`src/rtl/ptom_pkg.sv`:
```
package ptom_pkg;

	localparam int BOOK_DEPTH  = 32;
	localparam int CNT_W       = $clog2(BOOK_DEPTH + 1);
	localparam int PRICE_W     = 31;
	localparam int QTY_W       = 31;
	localparam int ID_W        = 32;
	localparam int STAMP_W     = 32;
	localparam int QUEUE_DEPTH = 2;
	localparam int QPTR_W      = $clog2(QUEUE_DEPTH);

	typedef enum logic [2:0] {
		KIND_TRADE    = 3'd0,
		KIND_SETTLED  = 3'd1,
		KIND_REJECTED = 3'd2,
		KIND_DROPPED  = 3'd3
	} kind_t;

	typedef struct packed {
		logic [PRICE_W-1:0] price;
		logic [QTY_W-1:0]   qty;
		logic [ID_W-1:0]    id;
		logic [STAMP_W-1:0] arrival;
	} book_entry_t;

	typedef struct packed {
		logic        invalid;
		logic        side;
		book_entry_t entry;
	} queue_item_t;

	typedef struct packed {
		logic             ins;
		logic             pop;
		logic             set_qty;
		logic [QTY_W-1:0] new_qty;
	} side_ctrl_t;

endpackage

```
`src/rtl/ptom_result_if.sv`:
```
interface ptom_result_if;
	logic        valid;
	logic        ready;
	logic [2:0]  kind;
	logic [31:0] buy_order_id;
	logic [31:0] sell_order_id;
	logic [30:0] trade_price;
	logic [30:0] trade_quantity;
	logic        last;

	modport source (output valid, kind, buy_order_id, sell_order_id, trade_price,
		trade_quantity, last, input ready);
	modport sink (input valid, kind, buy_order_id, sell_order_id, trade_price,
		trade_quantity, last, output ready);
endinterface

```
`src/rtl/ptom_back.sv`:
```
module ptom_back import ptom_pkg::*; (
	input  logic             clk,
	input  logic             arst_n,
	input  logic             q_valid,
	input  queue_item_t      q_item,
	output logic             q_pop,
	output side_ctrl_t       bid_ctrl,
	output side_ctrl_t       ask_ctrl,
	input  book_entry_t      bid_head,
	input  book_entry_t      ask_head,
	input  logic [CNT_W-1:0] bid_count,
	input  logic [CNT_W-1:0] ask_count,
	ptom_result_if.source    result
);

	typedef enum logic [1:0] {
		ST_IDLE  = 2'b01,
		ST_MATCH = 2'b10
	} state_t;

	state_t            state_q, state_d;
	logic              obuf_free;
	logic              side_full;
	logic              crossed;
	logic [QTY_W-1:0]  tq;
	logic [QTY_W-1:0]  bid_left;
	logic [QTY_W-1:0]  ask_left;
	logic              load;
	kind_t             load_kind;
	logic              load_last;

	logic              res_valid_q;
	kind_t             kind_q;
	logic [ID_W-1:0]   buy_id_q;
	logic [ID_W-1:0]   sell_id_q;
	logic [PRICE_W-1:0] price_q;
	logic [QTY_W-1:0]  qty_q;
	logic              last_q;

	assign obuf_free = !res_valid_q || result.ready;
	assign side_full = q_item.side ? (ask_count == CNT_W'(BOOK_DEPTH))
		: (bid_count == CNT_W'(BOOK_DEPTH));
	assign crossed   = (bid_count != '0) && (ask_count != '0) &&
		(bid_head.price >= ask_head.price);
	assign tq        = (bid_head.qty < ask_head.qty) ? bid_head.qty : ask_head.qty;
	assign bid_left  = bid_head.qty - tq;
	assign ask_left  = ask_head.qty - tq;

	always_comb begin
		state_d   = state_q;
		q_pop     = 1'b0;
		load      = 1'b0;
		load_kind = KIND_SETTLED;
		load_last = 1'b1;
		bid_ctrl  = '0;
		ask_ctrl  = '0;
		bid_ctrl.new_qty = bid_left;
		ask_ctrl.new_qty = ask_left;
		unique case (state_q)
			ST_IDLE: begin
				if (q_valid) begin
					if (q_item.invalid || side_full) begin
						if (obuf_free) begin
							q_pop     = 1'b1;
							load      = 1'b1;
							load_kind = q_item.invalid ? KIND_REJECTED : KIND_DROPPED;
						end
					end else begin
						q_pop        = 1'b1;
						bid_ctrl.ins = !q_item.side;
						ask_ctrl.ins = q_item.side;
						state_d      = ST_MATCH;
					end
				end
			end
			ST_MATCH: begin
				if (obuf_free) begin
					load = 1'b1;
					if (crossed) begin
						load_kind        = KIND_TRADE;
						load_last        = 1'b0;
						bid_ctrl.pop     = (bid_left == '0);
						bid_ctrl.set_qty = (bid_left != '0);
						ask_ctrl.pop     = (ask_left == '0);
						ask_ctrl.set_qty = (ask_left != '0);
					end else begin
						state_d = ST_IDLE;
					end
				end
			end
			default: state_d = ST_IDLE;
		endcase
	end

	always_ff @(posedge clk or negedge arst_n) begin
		if (!arst_n) begin
			state_q     <= ST_IDLE;
			res_valid_q <= 1'b0;
		end else begin
			state_q <= state_d;
			if (load) res_valid_q <= 1'b1;
			else if (result.ready) res_valid_q <= 1'b0;
		end
	end

	always_ff @(posedge clk) begin
		if (load) begin
			kind_q <= load_kind;
			last_q <= load_last;
			if (load_kind == KIND_TRADE) begin
				buy_id_q  <= bid_head.id;
				sell_id_q <= ask_head.id;
				price_q   <= ask_head.price;
				qty_q     <= tq;
			end else begin
				buy_id_q  <= '0;
				sell_id_q <= '0;
				price_q   <= '0;
				qty_q     <= '0;
			end
		end
	end

	assign result.valid          = res_valid_q;
	assign result.kind           = kind_q;
	assign result.buy_order_id   = buy_id_q;
	assign result.sell_order_id  = sell_id_q;
	assign result.trade_price    = price_q;
	assign result.trade_quantity = qty_q;
	assign result.last           = last_q;

	// book never left crossed between orders
	a_uncrossed: assert property (@(posedge clk) disable iff (!arst_n)
		(state_q == ST_IDLE && bid_count != '0 && ask_count != '0)
		|-> (bid_head.price < ask_head.price))
		else $error("book crossed while idle");

	a_ins_idle: assert property (@(posedge clk) disable iff (!arst_n)
		(bid_ctrl.ins || ask_ctrl.ins) |-> (state_q == ST_IDLE && q_pop))
		else $error("insert outside idle");

	a_trade_qty: assert property (@(posedge clk) disable iff (!arst_n)
		(res_valid_q && kind_q == KIND_TRADE) |-> (qty_q != '0 && !last_q))
		else $error("bad trade beat");

	a_trade_empties: assert property (@(posedge clk) disable iff (!arst_n)
		(load && load_kind == KIND_TRADE) |-> (bid_ctrl.pop || ask_ctrl.pop))
		else $error("trade consumed neither order");

endmodule

```
`src/flat_wrapper.sv`:
```
// flat-port wrapper written by rule: the top's interface ports become plain ports
module ptom_back_flat import ptom_pkg::*;
  (clk, arst_n, q_valid, q_item, q_pop, bid_ctrl, ask_ctrl, bid_head, ask_head, bid_count, ask_count, result_valid, result_kind, result_buy_order_id, result_sell_order_id, result_trade_price, result_trade_quantity, result_last, result_ready);
  ptom_result_if result_i ();
  input  logic clk;
  input  logic arst_n;
  input  logic q_valid;
  input  queue_item_t q_item;
  output logic q_pop;
  output side_ctrl_t bid_ctrl;
  output side_ctrl_t ask_ctrl;
  input  book_entry_t bid_head;
  input  book_entry_t ask_head;
  input  logic [CNT_W-1:0] bid_count;
  input  logic [CNT_W-1:0] ask_count;
  output wire logic [$bits(result_i.valid)-1:0] result_valid;
  output wire logic [$bits(result_i.kind)-1:0] result_kind;
  output wire logic [$bits(result_i.buy_order_id)-1:0] result_buy_order_id;
  output wire logic [$bits(result_i.sell_order_id)-1:0] result_sell_order_id;
  output wire logic [$bits(result_i.trade_price)-1:0] result_trade_price;
  output wire logic [$bits(result_i.trade_quantity)-1:0] result_trade_quantity;
  output wire logic [$bits(result_i.last)-1:0] result_last;
  input wire logic [$bits(result_i.ready)-1:0] result_ready;
  assign result_valid = result_i.valid;
  assign result_kind = result_i.kind;
  assign result_buy_order_id = result_i.buy_order_id;
  assign result_sell_order_id = result_i.sell_order_id;
  assign result_trade_price = result_i.trade_price;
  assign result_trade_quantity = result_i.trade_quantity;
  assign result_last = result_i.last;
  assign result_i.ready = result_ready;
  ptom_back u_core (.clk(clk), .arst_n(arst_n), .q_valid(q_valid), .q_item(q_item), .q_pop(q_pop), .bid_ctrl(bid_ctrl), .ask_ctrl(ask_ctrl), .bid_head(bid_head), .ask_head(ask_head), .bid_count(bid_count), .ask_count(ask_count), .result(result_i));
endmodule
```
`config.mk`:
```
export PLATFORM = sky130hd
export DESIGN_NAME = ptom_back_flat
export DESIGN_NICKNAME = d
export VERILOG_FILES = /design/src/rtl/ptom_pkg.sv /design/src/rtl/ptom_result_if.sv /design/src/rtl/ptom_back.sv /design/src/flat_wrapper.sv
export SDC_FILE = /design/constraint.sdc
export NUM_CORES = 1
export LEC_CHECK = 0
export ABC_CLOCK_PERIOD_IN_PS = 13700
export BUFFER_PORTS_ARGS = -buffer_cell sky130_fd_sc_hd__buf_4
export CORE_AREA = 2 2 229 231
export DETAILED_ROUTE_END_ITERATION = 10
export DIE_AREA = 0 0 231 233
export PLACE_DENSITY = 0.41
export REMOVE_ABC_BUFFERS = 1
export SLEW_MARGIN = 20
export SYNTH_ARGS = -nofsm -noshare
export SYNTH_HDL_FRONTEND = slang
export SYNTH_SLANG_ARGS = --single-unit
```
`constraint.sdc`:
```
create_clock -name clk -period 13.7 [get_ports clk]
set_input_delay 2.055 -clock clk [delete_from_list [all_inputs] [get_ports clk]]
set_output_delay 2.055 -clock clk [all_outputs]
set_load 0.02 [all_outputs]
```
# --- After elaboration in Yosys (flattened, before gate mapping) ---
# Cells that the tools add are included.
word_totals:
  ff_bits: 133
  latch_bits: 0
  mem_bits_rw: 0
  romBits: 0
  in_bits: 396
  output_inout_bits: 200
  word_cells: 72
  memories: 0
classes:
  addsub: 2
  mul: 0
  div: 0
  n_lt_le_gt_ge: 2
  n_eq_ne: 8
  shifts: 0
  mux: 36
  bitwise: 0
  reduce_logical: 16
ops:
  columns: ["operator", "n"]
  rows:
  - ["31-bit zero test", 2]
  - ["31-bit nonzero test", 2]
  - ["31-bit subtractor", 2]
  - ["31-bit greater-or-equal comparator", 1]
  - ["31-bit less-than comparator", 1]
  - ["31-bit two-way mux", 1]
  - ["2-bit two-way mux", 10]
  - ["1-bit two-way mux", 18]
  - ["6-bit == test, second input constant", 2]
  - ["3-bit two-way mux", 4]
  - ["6-bit nonzero test", 2]
  - ["2-bit != test, second input constant", 3]
  - ["3-bit case mux with 2 select lines", 1]
  - ["2-bit case mux with 2 select lines", 1]
  - ["4-bit AND reduction", 1]
  - ["3-bit zero test", 1]
  - ["2-bit by 1-bit == test with 1-bit output, second input constant", 1]
  - ["2-bit == test, second input constant", 1]
  - ["1-bit logical AND", 2]
  - ["1-bit zero test", 2]
  - ["1-bit logical OR", 2]
  - ["2-bit by 1-bit != test with 1-bit output, second input constant", 1]
  - ["1-bit case mux with 2 select lines", 1]
  - ["2-bit AND reduction", 1]
  - ["2-bit nonzero test", 1]

# --- Longest topological paths before layout ---
# Gate-level depths: netlist (run 1).
depth:
  ltp_word: 7
  mapped_depth: 21
  mapped_depth_nobuf: 20

# --- Worst setup path after synthesis (run 1) ---
# No wires, ideal clock.
synth_path:
  path_kind: "input-to-reg"
  from: "input ask_count[0]"
  to: "register u_core.buy_id_q[0] (netlist: u_core.result.buy_order_id[0]) (enable)"
  setup_time_ns: 0.776
  arrival_ns: 11.779
  required_time_ns: 12.924
  slack_ns: 1.145
  path_stages: 6
  path_buffers: 0
  path_cell_list: "or4_1 -> nor3_1 -> nor3_1 -> nor2_1 -> nor2_1 -> nor3_1"
synth_via:
  elab_chain_len: 6
synth_rtl:
  columns: ["element", "line", "text"]
  rows:
  - ["start: declaration", "flat_wrapper.sv:15", "input logic [CNT_W-1:0] ask_count;"]
  - ["6-bit == test", "ptom_back.sv:41", "assign side_full = q_item.side ? (ask_count == CNT_W'(BOOK_DEPTH))"]
  - ["1-bit two-way mux", "ptom_back.sv:41", null]
  - ["1-bit logical OR", "ptom_back.sv:62", "if (q_item.invalid || side_full) begin"]
  - ["1-bit two-way mux", "ptom_back.sv:62", null]
  - ["1-bit two-way mux", "ptom_back.sv:61", "if (q_valid) begin"]
  - ["1-bit case mux with 2 select lines", "ptom_back.sv:59", "unique case (state_q)"]
  - ["net u_core.load", "ptom_back.sv:28", "logic load;"]
  - ["end signal: assignment", "ptom_back.sv:111", "buy_id_q <= bid_head.id;"]
  - ["end: declaration", "ptom_back.sv:34", "logic [ID_W-1:0] buy_id_q;"]
# The timed path passes the listed nets, and every way through them passes these cells.
# A chain may end at the register's enable or synchronous reset.

==> reports/results.md, run 1 <==
| Result | This run | Unit |
|:---|:---|:---|
| Post-CTS sizing | 0 | - |
| Max-cap violations | 0 | - |
| Synthesis-stage register bit count | 132 | - |
| Number of standard-cell rows in the floorplan | 83 | - |
| Highest clock frequency the design can meet | 96.0 | MHz |
| GRT overflow | 0 | - |
| Critical path capture point type | output pin | - |
| Nets@finish | 2099 | - |
| RSZ-0062 raised after global routing | no | - |
| Capture instance of the worst register-to-register path | u_core.result.buy_order_id[24] | - |
| Final setup skew | 12.6 | ps |
| Outcome | finished clean | - |
| CTS Buffer Depth | 2 | - |
| Internal reg-to-reg setup slack | 10330 | ps |
| Most used flip-flop cell after synthesis | sky130_fd_sc_hd__edfxtp_1 | - |
| Cell chosen for the clock root | sky130_fd_sc_hd__clkbuf_16 | - |
| Launch point of the worst reg-to-reg path | u_core.state_q[0] | - |
| Iteration-0 DRC count of the detailed router | 536 | - |
| Wire length of the first global-routing pass | 70500 | um |
| Classification of the worst setup path | in -> out | - |
| All-Layer GR Usage | 0.180 | - |
| Clock network latency to the later pin of the worst-skew pair | 460 | ps |
| Worst setup SP type | input port | - |
| Final Hold Fails | 0 | - |
| Fin crit share | 0.760 | - |
| Vias/cell | 4.58 | - |
| Data required time at the worst endpoint | 11640 | ps |
| Setup Total Neg Slack | 0 | ps |
| Hold depth | 1 | - |
| Class of the worst hold path | reg -> reg | - |
| Proportion of register bits with asynchronous set or reset after synthesis | 0.0227 | - |
| Placed wire-length estimate after detailed placement | 41700 | um |
| Min Clock Period, post-route | 10420 | ps |
| WP data arrival | 8360 | ps |
| Fillcell total | 5515 | - |
| Post-synthesis cell count | 1188 | - |
| Initial standard-cell utilization of the core | 0.211 | - |
| TritonCTS clock tree | built | - |
| Core area | 51100 | um^2 |
| Per-cell routed wire length | 21.6 | um |
| Minimum setup slack after placement | 3280 | ps |
| Tightest slew margin relative to the limit | 0.372 | - |
| Routability Congestion | 0.854 | - |
| Pleak | 6.76 | nW |
| Number of synthesized flops with an enable pin | 129 | - |
| Number of buffers inserted by hold repair at cts | 0 | - |
| Number of levels in the clock H-tree | 4 | - |
| WL final | 49000 | um |
| Routed via count | 10400 | - |
| # clock sinks | 132 | - |
| Pin count of the biggest net entering global routing | 95 | - |
| Summed instance area of the synthesized netlist | 10800 | um^2 |
| Setup violation total in the final timing report | 0 | - |
| Length of the first detailed-routing pass in iterations | 6 | - |
| Worst Path Max Fanout | 62 | - |
| Slew at the pin with the worst max-slew slack | 941 | ps |
| Number of ports placed on the die boundary | 596 | - |
| Number of antenna violations at the first check in global routing | 3 | - |
| Total DRC errors in the routed layout | 0 | - |
| Depth of the most critical reg-to-reg path | 7 | - |
| Setup fix buffers added after clock tree synthesis | 0 | - |
| Number of global-route vias before repair | 10600 | - |
| Post-synthesis sequential area ratio | 0.366 | - |
| Count of different cell masters after synthesis | 78 | - |
| Die boundary height | 233 | um |
| Min-Delay Startpoint | u_core.state_q[0] | - |
| I/O Buffers | 404 | - |
| Avg Inst Size Synth | 9.10 | um^2 |
| End point of the worst hold path | u_core.state_q[0] | - |
| Final Max Tran Viols | 0 | - |
| Horizontal die dimension | 231 | um |
| Proportion of layout cells with a drive suffix above 1 | 0.289 | - |
| Worst setup margin | 3280 | ps |
| Total Die Area | 53800 | um^2 |
| Highest ir drop seen on vdd | 0.0741 | mV |
| Clock transition at the register clock pins on the worst setup and hold paths after CTS | 60 | ps |
| Warnings from Yosys | 0 | - |
| Area delta synth->final | 41.1 | % |
| PD cells | 165 | nW/um^2 |
| Total CTS buffers | 17 | - |
| Post-route ant nets | 0 | - |
-- per-stage QoR --
step	hold slack (ps)	utilization	area, um^2	instances	total power, mW
floorplan	475	-	10600	1149	1.45
global placement	490	0.286	14600	2239	2.04
detailed placement	496	0.286	14600	2239	2.04
CTS	506	0.298	15200	2271	2.57
global route	533	0.298	15200	2274	2.68
finish	505	0.298	15200	2274	2.51
-- final cells by class --
type | instances | area, um^2 | area share
multi-input combinational | 925 | 6370 | 0.418
inverter | 92 | 345 | 0.0227
tap | 680 | 851 | 0.0558
antenna | 3 | 7.51 | 0.000492
sequential | 132 | 3950 | 0.259
clock inverter | 15 | 211 | 0.0139
clock buffer | 17 | 425 | 0.0279
timing repair buffer | 410 | 3080 | 0.202
-- cell usage in the layout, fill, tap and decap left out, types with 27 or more instances in the layout --
| cell type | n |
|---|---|
| sky130_fd_sc_hd__buf_4 | 410 |
| sky130_fd_sc_hd__ha_1 | 123 |
| sky130_fd_sc_hd__edfxtp_1 | 129 |
| sky130_fd_sc_hd__nand4_1 | 27 |
| sky130_fd_sc_hd__nor2b_1 | 37 |
| sky130_fd_sc_hd__a21oi_1 | 118 |
| sky130_fd_sc_hd__o21ai_0 | 52 |
| sky130_fd_sc_hd__a21o_1 | 28 |
| sky130_fd_sc_hd__and2_1 | 109 |
| sky130_fd_sc_hd__nand2_1 | 79 |
| sky130_fd_sc_hd__inv_1 | 92 |
| sky130_fd_sc_hd__nor2_1 | 84 |
-- cells by family after synthesis --
kind of cell / after synthesis / synth area share
buffers and inverters: 131 / 0.0467
flip-flops: 132 / 0.366
XOR/XNOR: 45 / 0.0365
multiplexers: 3 / 0.00278
AND/OR/NAND/NOR: 437 / 0.216
AO/OA/AOI/OAI: 314 / 0.186
adder cells (fa/ha/maj): 125 / 0.146
other: 1 / 0.000347
-- worst max-delay path, cell delays in order --
cell and delay [ps]:
sky130_fd_sc_hd__buf_4 100, sky130_fd_sc_hd__inv_1 50, sky130_fd_sc_hd__ha_1 300, sky130_fd_sc_hd__a21oi_1 150
sky130_fd_sc_hd__o21ai_0 110, sky130_fd_sc_hd__a221oi_1 310, sky130_fd_sc_hd__o211ai_1 210, sky130_fd_sc_hd__a21oi_4 150
sky130_fd_sc_hd__buf_4 480, sky130_fd_sc_hd__nor2_1 80, sky130_fd_sc_hd__a21oi_1 380, sky130_fd_sc_hd__ha_1 400
sky130_fd_sc_hd__a2111oi_0 690, sky130_fd_sc_hd__o221a_2 360, sky130_fd_sc_hd__nor2b_1 70, sky130_fd_sc_hd__nor3_1 180
sky130_fd_sc_hd__a211oi_1 150, sky130_fd_sc_hd__or4b_1 540, sky130_fd_sc_hd__or4_1 500, sky130_fd_sc_hd__nor4_2 690
sky130_fd_sc_hd__and2_1 220, sky130_fd_sc_hd__buf_4 140
-- cell usage after synthesis, types with 3 or more instances --
library cell | number | share of area
sky130_fd_sc_hd__nor2b_1 | 37 | 0.021
sky130_fd_sc_hd__nand4_1 | 27 | 0.016
sky130_fd_sc_hd__a2111oi_0 | 4 | 0.0032
sky130_fd_sc_hd__inv_1 | 92 | 0.032
sky130_fd_sc_hd__nand3b_1 | 4 | 0.0028
sky130_fd_sc_hd__o21ai_0 | 52 | 0.024
sky130_fd_sc_hd__or4_1 | 6 | 0.0042
sky130_fd_sc_hd__nand2_1 | 79 | 0.027
sky130_fd_sc_hd__nor3_1 | 24 | 0.011
sky130_fd_sc_hd__o21bai_1 | 7 | 0.0049
sky130_fd_sc_hd__or2_2 | 3 | 0.0017
sky130_fd_sc_hd__a221oi_1 | 4 | 0.0032
sky130_fd_sc_hd__a21oi_1 | 119 | 0.055
sky130_fd_sc_hd__a211oi_1 | 17 | 0.012
sky130_fd_sc_hd__buf_2 | 4 | 0.0019
sky130_fd_sc_hd__a21o_1 | 28 | 0.019
sky130_fd_sc_hd__nor4_1 | 10 | 0.0058
sky130_fd_sc_hd__a31oi_1 | 3 | 0.0017
sky130_fd_sc_hd__xnor2_1 | 23 | 0.019
sky130_fd_sc_hd__clkbuf_1 | 33 | 0.011
sky130_fd_sc_hd__o21a_1 | 10 | 0.0069
sky130_fd_sc_hd__ha_1 | 123 | 0.14
sky130_fd_sc_hd__a221o_1 | 5 | 0.0046
sky130_fd_sc_hd__nor2_1 | 84 | 0.029
sky130_fd_sc_hd__o21ai_1 | 6 | 0.0028
sky130_fd_sc_hd__and3_1 | 7 | 0.0041
sky130_fd_sc_hd__mux2i_1 | 3 | 0.0028
sky130_fd_sc_hd__and4_1 | 4 | 0.0032
sky130_fd_sc_hd__o2bb2ai_1 | 3 | 0.0024
sky130_fd_sc_hd__and2_1 | 109 | 0.063
sky130_fd_sc_hd__edfxtp_1 | 129 | 0.36
sky130_fd_sc_hd__nand3_1 | 14 | 0.0065
sky130_fd_sc_hd__o211ai_1 | 11 | 0.0076
sky130_fd_sc_hd__xor2_1 | 22 | 0.018
sky130_fd_sc_hd__o211a_1 | 4 | 0.0037
sky130_fd_sc_hd__nand2b_1 | 11 | 0.0064
sky130_fd_sc_hd__o31ai_1 | 6 | 0.0042
sky130_fd_sc_hd__or3_1 | 8 | 0.0046
-- state kept, by name (all words and copies together), names as in the netlist --
register,count
u_core.state_q,2
u_core.result.kind,2
u_core.result.trade_price,31
u_core.result.last,1
u_core.result.trade_quantity,31
u_core.result.sell_order_id,32
u_core.result.buy_order_id,32
u_core.result.valid,1
-- per-layer routing --
layer | vias to the layer above | part of all wire | global-route usage
li1 | 5137 | - | -
met1 | 4936 | 0.40 | 0.202
met2 | 298 | 0.54 | 0.342
met3 | 38 | 0.049 | 0.0341
met4 | 0 | 0.019 | 0.0520
met5 | - | 0 | 0
-- how the worst max path moves through the flow --
stage	slack (ps)	cells after the start	endpoint	start
after floorplan	1140	6	u_core.result.buy_order_id[0]	ask_count[0]
after global placement	3320	21	bid_ctrl[32]	bid_head[86]
after detailed placement	3280	22	bid_ctrl[32]	ask_head[86]
after CTS	3290	22	bid_ctrl[32]	ask_head[86]
after global routing	2900	23	bid_ctrl[32]	ask_head[86]
final	3280	22	bid_ctrl[32]	ask_head[86]
-- where the power goes --
group	internal (mW)	leakage [nW]	total (mW)	switching, mW
clock	0.296	0.310	0.505	0.210
combinational	0.502	5.20	1.34	0.842
sequential	0.623	1.25	0.661	0.0381
No activity file was read; power rests on OpenSTA's default activity.
==> run 2, diff against run 1 <==
--- a/config.mk
+++ b/config.mk
@@ -5,12 +5,12 @@
 export SDC_FILE = /design/constraint.sdc
 export NUM_CORES = 1
 export LEC_CHECK = 0
-export ABC_CLOCK_PERIOD_IN_PS = 13700
+export ABC_CLOCK_PERIOD_IN_PS = 9330
 export BUFFER_PORTS_ARGS = -buffer_cell sky130_fd_sc_hd__buf_4
-export CORE_AREA = 2 2 229 231
+export CORE_AREA = 2 2 232 234
 export DETAILED_ROUTE_END_ITERATION = 10
-export DIE_AREA = 0 0 231 233
-export PLACE_DENSITY = 0.41
+export DIE_AREA = 0 0 234 236
+export PLACE_DENSITY = 0.42
 export REMOVE_ABC_BUFFERS = 1
 export SLEW_MARGIN = 20
 export SYNTH_ARGS = -nofsm -noshare
==> constraint.sdc (replaced) <==
create_clock -name clk -period 9.33 [get_ports clk]
set_input_delay 1.3995 -clock clk [delete_from_list [all_inputs] [get_ports clk]]
set_output_delay 1.3995 -clock clk [all_outputs]
set_load 0.02 [all_outputs]
==> reports/results.md, run 2 (same netlist as run 1, synthesis figures left out) <==
| Result | This run | Unit |
|:---|:---|:---|
| Most common library cell in the layout ignoring fill and taps | sky130_fd_sc_hd__buf_4 | - |
| Cell chosen for the clock root | sky130_fd_sc_hd__clkbuf_16 | - |
| CTS Buffer Depth | 2 | - |
| Pleak | 7.21 | nW |
| TritonCTS clock tree | built | - |
| Setup Total Neg Slack | 0 | ps |
| Highest ir drop seen on vdd | 0.182 | mV |
| Setup fix buffers added after clock tree synthesis | 0 | - |
| Pin count of the biggest net entering global routing | 120 | - |
| Number of antenna violations at the first check in global routing | 2 | - |
| Overall power | 3.71 | mW |
| Horizontal die dimension | 234 | um |
| Hold depth | 1 | - |
| Post-CTS sizing | 0 | - |
| Length of the first detailed-routing pass in iterations | 5 | - |
| Final Hold Fails | 0 | - |
| Placed wire-length estimate after detailed placement | 41100 | um |
| I/O Buffers | 404 | - |
| Classification of the worst setup path | in -> out | - |
| PD cells | 232 | nW/um^2 |
| Critical path capture point type | output pin | - |
| Vias/cell | 4.55 | - |
| Routability Congestion | 0.836 | - |
| Total DRC errors in the routed layout | 0 | - |
| Launch point of the worst reg-to-reg path | u_core.state_q[0] | - |
| Setup violation total in the final timing report | 0 | - |
| Number of ports placed on the die boundary | 596 | - |
| Internal reg-to-reg setup slack | 6300 | ps |
| # clock sinks | 132 | - |
| Routed via count | 10900 | - |
| Number of global-route vias before repair | 10900 | - |
| All-Layer GR Usage | 0.169 | - |
| Capture instance of the worst register-to-register path | u_core.result.sell_order_id[2] | - |
| Clock transition at the register clock pins on the worst setup and hold paths after CTS | 60 | ps |
| Tightest slew margin relative to the limit | 0.335 | - |
| Cell-by-cell listing of the critical path | buf_4, inv_1, ha_1, a21oi_1, o21ai_0, a221oi_1, o211ai_1, a21oi_4, buf_12, buf_4, a21oi_1, ha_1, a2111oi_0, buf_4, o221a_2, nor2b_1, nor3_1, a211oi_1, or4b_1, or4_1, nor4_2, buf_4, and2_1, buf_4 | - |
| Commonest cells after routing, fill and taps aside | 505 x sky130_fd_sc_hd__buf_4, 129 x sky130_fd_sc_hd__edfxtp_1, 123 x sky130_fd_sc_hd__ha_1 | - |
| Area delta synth->final | 47.7 | % |
| Iteration-0 DRC count of the detailed router | 485 | - |
| WL final | 47900 | um |
| Initial standard-cell utilization of the core | 0.204 | - |
| Data required time at the worst endpoint | 7930 | ps |
| Outcome | finished clean | - |
| Number of levels in the clock H-tree | 4 | - |
| Depth of the most critical reg-to-reg path | 6 | - |
| WP data arrival | 7010 | ps |
| Critical Path Most Common Cell | sky130_fd_sc_hd__buf_4 | - |
| Max-cap violations | 0 | - |
| Core area | 53100 | um^2 |
| Worst Path Max Fanout | 26 | - |
| Highest clock frequency the design can meet | 119 | MHz |
| Final setup skew | 9.19 | ps |
| End point of the worst hold path | u_core.state_q[0] | - |
| Max stage delay cell, worst path | sky130_fd_sc_hd__a2111oi_0 | - |
| Die boundary height | 236 | um |
| Total Die Area | 55200 | um^2 |
| Post-route ant nets | 0 | - |
| Proportion of layout cells with a drive suffix above 1 | 0.330 | - |
| Class of the worst hold path | reg -> reg | - |
| RSZ-0062 raised after global routing | no | - |
| CP peak stage delay | 680 | ps |
| Per-cell routed wire length | 20.1 | um |
| Min-Delay Startpoint | u_core.state_q[0] | - |
| Worst setup SP type | input port | - |
| Number of standard-cell rows in the floorplan | 85 | - |
| Min Clock Period, post-route | 8410 | ps |
| Wire length of the first global-routing pass | 69100 | um |
| Fin crit share | 0.902 | - |
| Number of buffers inserted by hold repair at cts | 0 | - |
| Nets@finish | 2196 | - |
| Total CTS buffers | 17 | - |
| GRT overflow | 0 | - |
| Final Max Tran Viols | 0 | - |
| Clock network latency to the later pin of the worst-skew pair | 440 | ps |
| Slew at the pin with the worst max-slew slack | 992 | ps |
run 2: cell count changes in the layout (fill, tap and decap cells not counted), sizes merged:
cell      previous run  this run
inv                101       102
buf                410       507
diode                3         1
clkinvlp             1         2
bufinv               3         1
run 2: worst max-delay path: cells and delay by family:
family,cells,cell delay (ps)
adders and majority gates,2,530
buffers and inverters,7,1140
and+or+nand+nor,6,1820
AOI/OAI and AO/OA,9,2110
run 2: per-layer routing:
metal | track usage | routed length [um] | vias to the layer above
li1 | - | - | 5316
met1 | 0.196 | 19500 | 5175
met2 | 0.317 | 25100 | 321
met3 | 0.0256 | 2310 | 45
met4 | 0.0455 | 969 | 2
met5 | 0 | 20 | -
run 2: power by group:
part,internal [mW],switching (mW),leakage [nW]
registers,0.913,0.0481,1.25
clock network,0.380,0.304,0.286
logic,0.825,1.23,5.68
run 2: final cells by class:
class / count / area, um^2
antenna: 1 / 2.50
clock buffer: 17 / 425
clock inverter: 15 / 164
fill: 5665 / 37100
inverter: 92 / 345
multi-input combinational: 925 / 6370
sequential: 132 / 3950
tap: 696 / 871
timing repair buffer: 507 / 3830
run 2: worst max path at each step:
stage	from	to	slack [ps]	cells after the start
floorplan	ask_count[0]	u_core.result.buy_order_id[0]	-2570	6
global placement	ask_head[65]	bid_ctrl[32]	1000	24
detailed placement	ask_head[86]	bid_ctrl[32]	910	24
CTS	ask_head[86]	bid_ctrl[32]	870	24
global route	ask_head[86]	bid_ctrl[32]	630	24
finish	ask_head[86]	bid_ctrl[32]	920	24
run 2: stage by stage:
stage / worst slack [ps] / util / instances / hold slack (ps) / instance area [um^2]
after detailed placement: 909 / 0.290 / 2352 / 509 / 15400
final: 917 / 0.301 / 2385 / 513 / 16000
after floorplan: -2570 / - / 1149 / 475 / 10600
after global routing: 628 / 0.301 / 2385 / 530 / 16000
after global placement: 1000 / 0.290 / 2352 / 487 / 15400
after CTS: 872 / 0.301 / 2384 / 519 / 16000
==> run 3, diff against run 2 <==
--- a/config.mk
+++ b/config.mk
@@ -7,10 +7,12 @@
 export LEC_CHECK = 0
 export ABC_CLOCK_PERIOD_IN_PS = 9330
 export BUFFER_PORTS_ARGS = -buffer_cell sky130_fd_sc_hd__buf_4
-export CORE_AREA = 2 2 232 234
+export CELL_PAD_IN_SITES_DETAIL_PLACEMENT = 0
+export CELL_PAD_IN_SITES_GLOBAL_PLACEMENT = 1
+export CORE_AREA = 2 2 234 236
 export DETAILED_ROUTE_END_ITERATION = 10
-export DIE_AREA = 0 0 234 236
-export PLACE_DENSITY = 0.42
+export DIE_AREA = 0 0 236 238
+export PLACE_DENSITY = 0.54
 export REMOVE_ABC_BUFFERS = 1
 export SLEW_MARGIN = 20
 export SYNTH_ARGS = -nofsm -noshare
==> reports/results.md, run 3 (same netlist as run 1, synthesis figures left out) <==
| Result | This run | Unit |
|:---|:---|:---|
| Per-cell routed wire length | 20.7 | um |
| Proportion of layout cells with a drive suffix above 1 | 0.301 | - |
| Max-cap violations | 0 | - |
| Min Clock Period, post-route | 8550 | ps |
| Pin count of the biggest net entering global routing | 103 | - |
| Critical Path Most Common Cell | sky130_fd_sc_hd__buf_4 | - |
| Cell-by-cell listing of the critical path | buf_4, inv_1, ha_1, a21oi_1, o21ai_0, a221oi_1, o211ai_1, a21oi_4, buf_4, buf_4, nor2_1, a21oi_1, ha_1, inv_1, o21ai_0, a21o_1, a2111oi_0, or4b_1, or4_1, nor4_2, buf_4, and2_1, buf_4 | - |
| Overall power | 3.68 | mW |
| Number of ports placed on the die boundary | 596 | - |
| Critical path capture point type | output pin | - |
| Total Die Area | 56200 | um^2 |
| Routed via count | 10500 | - |
| Multi-input logic area | 6370 | um^2 |
| GRT overflow | 0 | - |
| Setup fix buffers added after clock tree synthesis | 0 | - |
| Number of standard-cell rows in the floorplan | 85 | - |
| Cell class contributing the biggest share of worst-path delay | compound AO/OA/AOI/OAI gates | - |
| Class of the worst hold path | reg -> reg | - |
| Worst setup margin | 776 | ps |
| Data required time at the worst endpoint | 7930 | ps |
| Post-Route Hold Slack | 502 | ps |
| All-Layer GR Usage | 0.169 | - |
| WL final | 47800 | um |
| I/O Buffers | 404 | - |
| Iteration-0 DRC count of the detailed router | 462 | - |
| Worst Path Max Fanout | 27 | - |
| Slew at the pin with the worst max-slew slack | 978 | ps |
| Vias/cell | 4.52 | - |
| Area delta synth->final | 42.8 | % |
| Cell chosen for the clock root | sky130_fd_sc_hd__clkbuf_16 | - |
| Setup violation total in the final timing report | 0 | - |
| Worst setup SP type | input port | - |
| Crit path buf inv count | 7 | - |
| Core area | 53500 | um^2 |
| Fin crit share | 0.917 | - |
| Max stage delay cell, worst path | sky130_fd_sc_hd__a21oi_4 | - |
| Commonest cells after routing, fill and taps aside | 437 x sky130_fd_sc_hd__buf_4, 129 x sky130_fd_sc_hd__edfxtp_1, 123 x sky130_fd_sc_hd__ha_1 | - |
| Fillcell total | 5739 | - |
| Die boundary height | 238 | um |
| CP peak stage delay | 580 | ps |
| Number of buffers inserted by hold repair at cts | 0 | - |
| Placed wire-length estimate after detailed placement | 40500 | um |
| Total DRC errors in the routed layout | 0 | - |
| Tightest slew margin relative to the limit | 0.348 | - |
| Final setup skew | 15.9 | ps |
| Highest ir drop seen on vdd | 0.146 | mV |
| Total CTS buffers | 17 | - |
| Count of placed standard cells in the final layout, fillers left out | 2314 | - |
| Number of global-route vias before repair | 10800 | - |
| RSZ-0062 raised after global routing | no | - |
| Number of levels in the clock H-tree | 4 | - |
| # clock sinks | 132 | - |
| Routability Congestion | 0.855 | - |
| Clock network latency to the later pin of the worst-skew pair | 480 | ps |
| PD cells | 238 | nW/um^2 |
| Clock transition at the register clock pins on the worst setup and hold paths after CTS | 60 | ps |
| Final Max Tran Viols | 0 | - |
| Highest clock frequency the design can meet | 117 | MHz |
| WP data arrival | 7150 | ps |
| Pleak | 6.88 | nW |
| Diodes inserted | 0 | - |
| Post-CTS sizing | 0 | - |
| TritonCTS clock tree | built | - |
| Final Hold Fails | 0 | - |
| Minimum setup slack after placement | 726 | ps |
| Placed instance count | 2282 | - |
| Area taken by flip-flops and latches | 3950 | um^2 |
| Most common library cell in the layout ignoring fill and taps | sky130_fd_sc_hd__buf_4 | - |
| Initial standard-cell utilization of the core | 0.202 | - |
| Nets@finish | 2126 | - |
| Horizontal die dimension | 236 | um |
| Classification of the worst setup path | in -> out | - |
| Wire length of the first global-routing pass | 69900 | um |
| Outcome | finished clean | - |
| Length of the first detailed-routing pass in iterations | 5 | - |
| CTS Buffer Depth | 2 | - |
| Post-route ant nets | 0 | - |
| Number of antenna violations at the first check in global routing | 1 | - |
## run 3: metrics by stage
step,TNS (ps),util,area (um^2)
after floorplan,-331840,-,10600
after CTS,0,0.289,15400
after global placement,0,0.277,14800
after global routing,0,0.289,15400
final,0,0.289,15400
after detailed placement,0,0.277,14800
## run 3: final timing paths
path                       slack, ps              start                               to  cells after the start
min in group asynchronous        720             arst_n              u_core.result.valid                      1
hold / removal                   500  u_core.state_q[0]                u_core.state_q[0]                      1
hold reg to reg                  500  u_core.state_q[0]                u_core.state_q[0]                      1
max in group asynchronous       8420             arst_n                u_core.state_q[0]                      1
setup / recovery                 780       ask_head[86]                     bid_ctrl[32]                     23
setup reg to reg                6190  u_core.state_q[0]  u_core.result.trade_quantity[3]                      5
## run 3: where the power goes
| part | switching (mW) | internal (mW) | total [mW] |
|---|---|---|---|
| Sequential | 0.0531 | 0.914 | 0.967 |
| Combinational | 1.22 | 0.755 | 1.98 |
| Clock | 0.329 | 0.407 | 0.736 |
## run 3: layout make-up
type                       instances  area share
clock buffer                      17      0.0276
tap                              696      0.0564
clock inverter                    15      0.0121
inverter                          92      0.0224
multi-input combinational        925       0.413
timing repair buffer             437       0.213
sequential                       132       0.256
## run 3: routing by layer
layer	GRT usage	part of all wire	wire length, um
met1	0.197	0.42	19900
met3	0.0432	0.054	2580
met2	0.307	0.51	24600
met4	0.0454	0.016	782
met5	0	0.00019	9
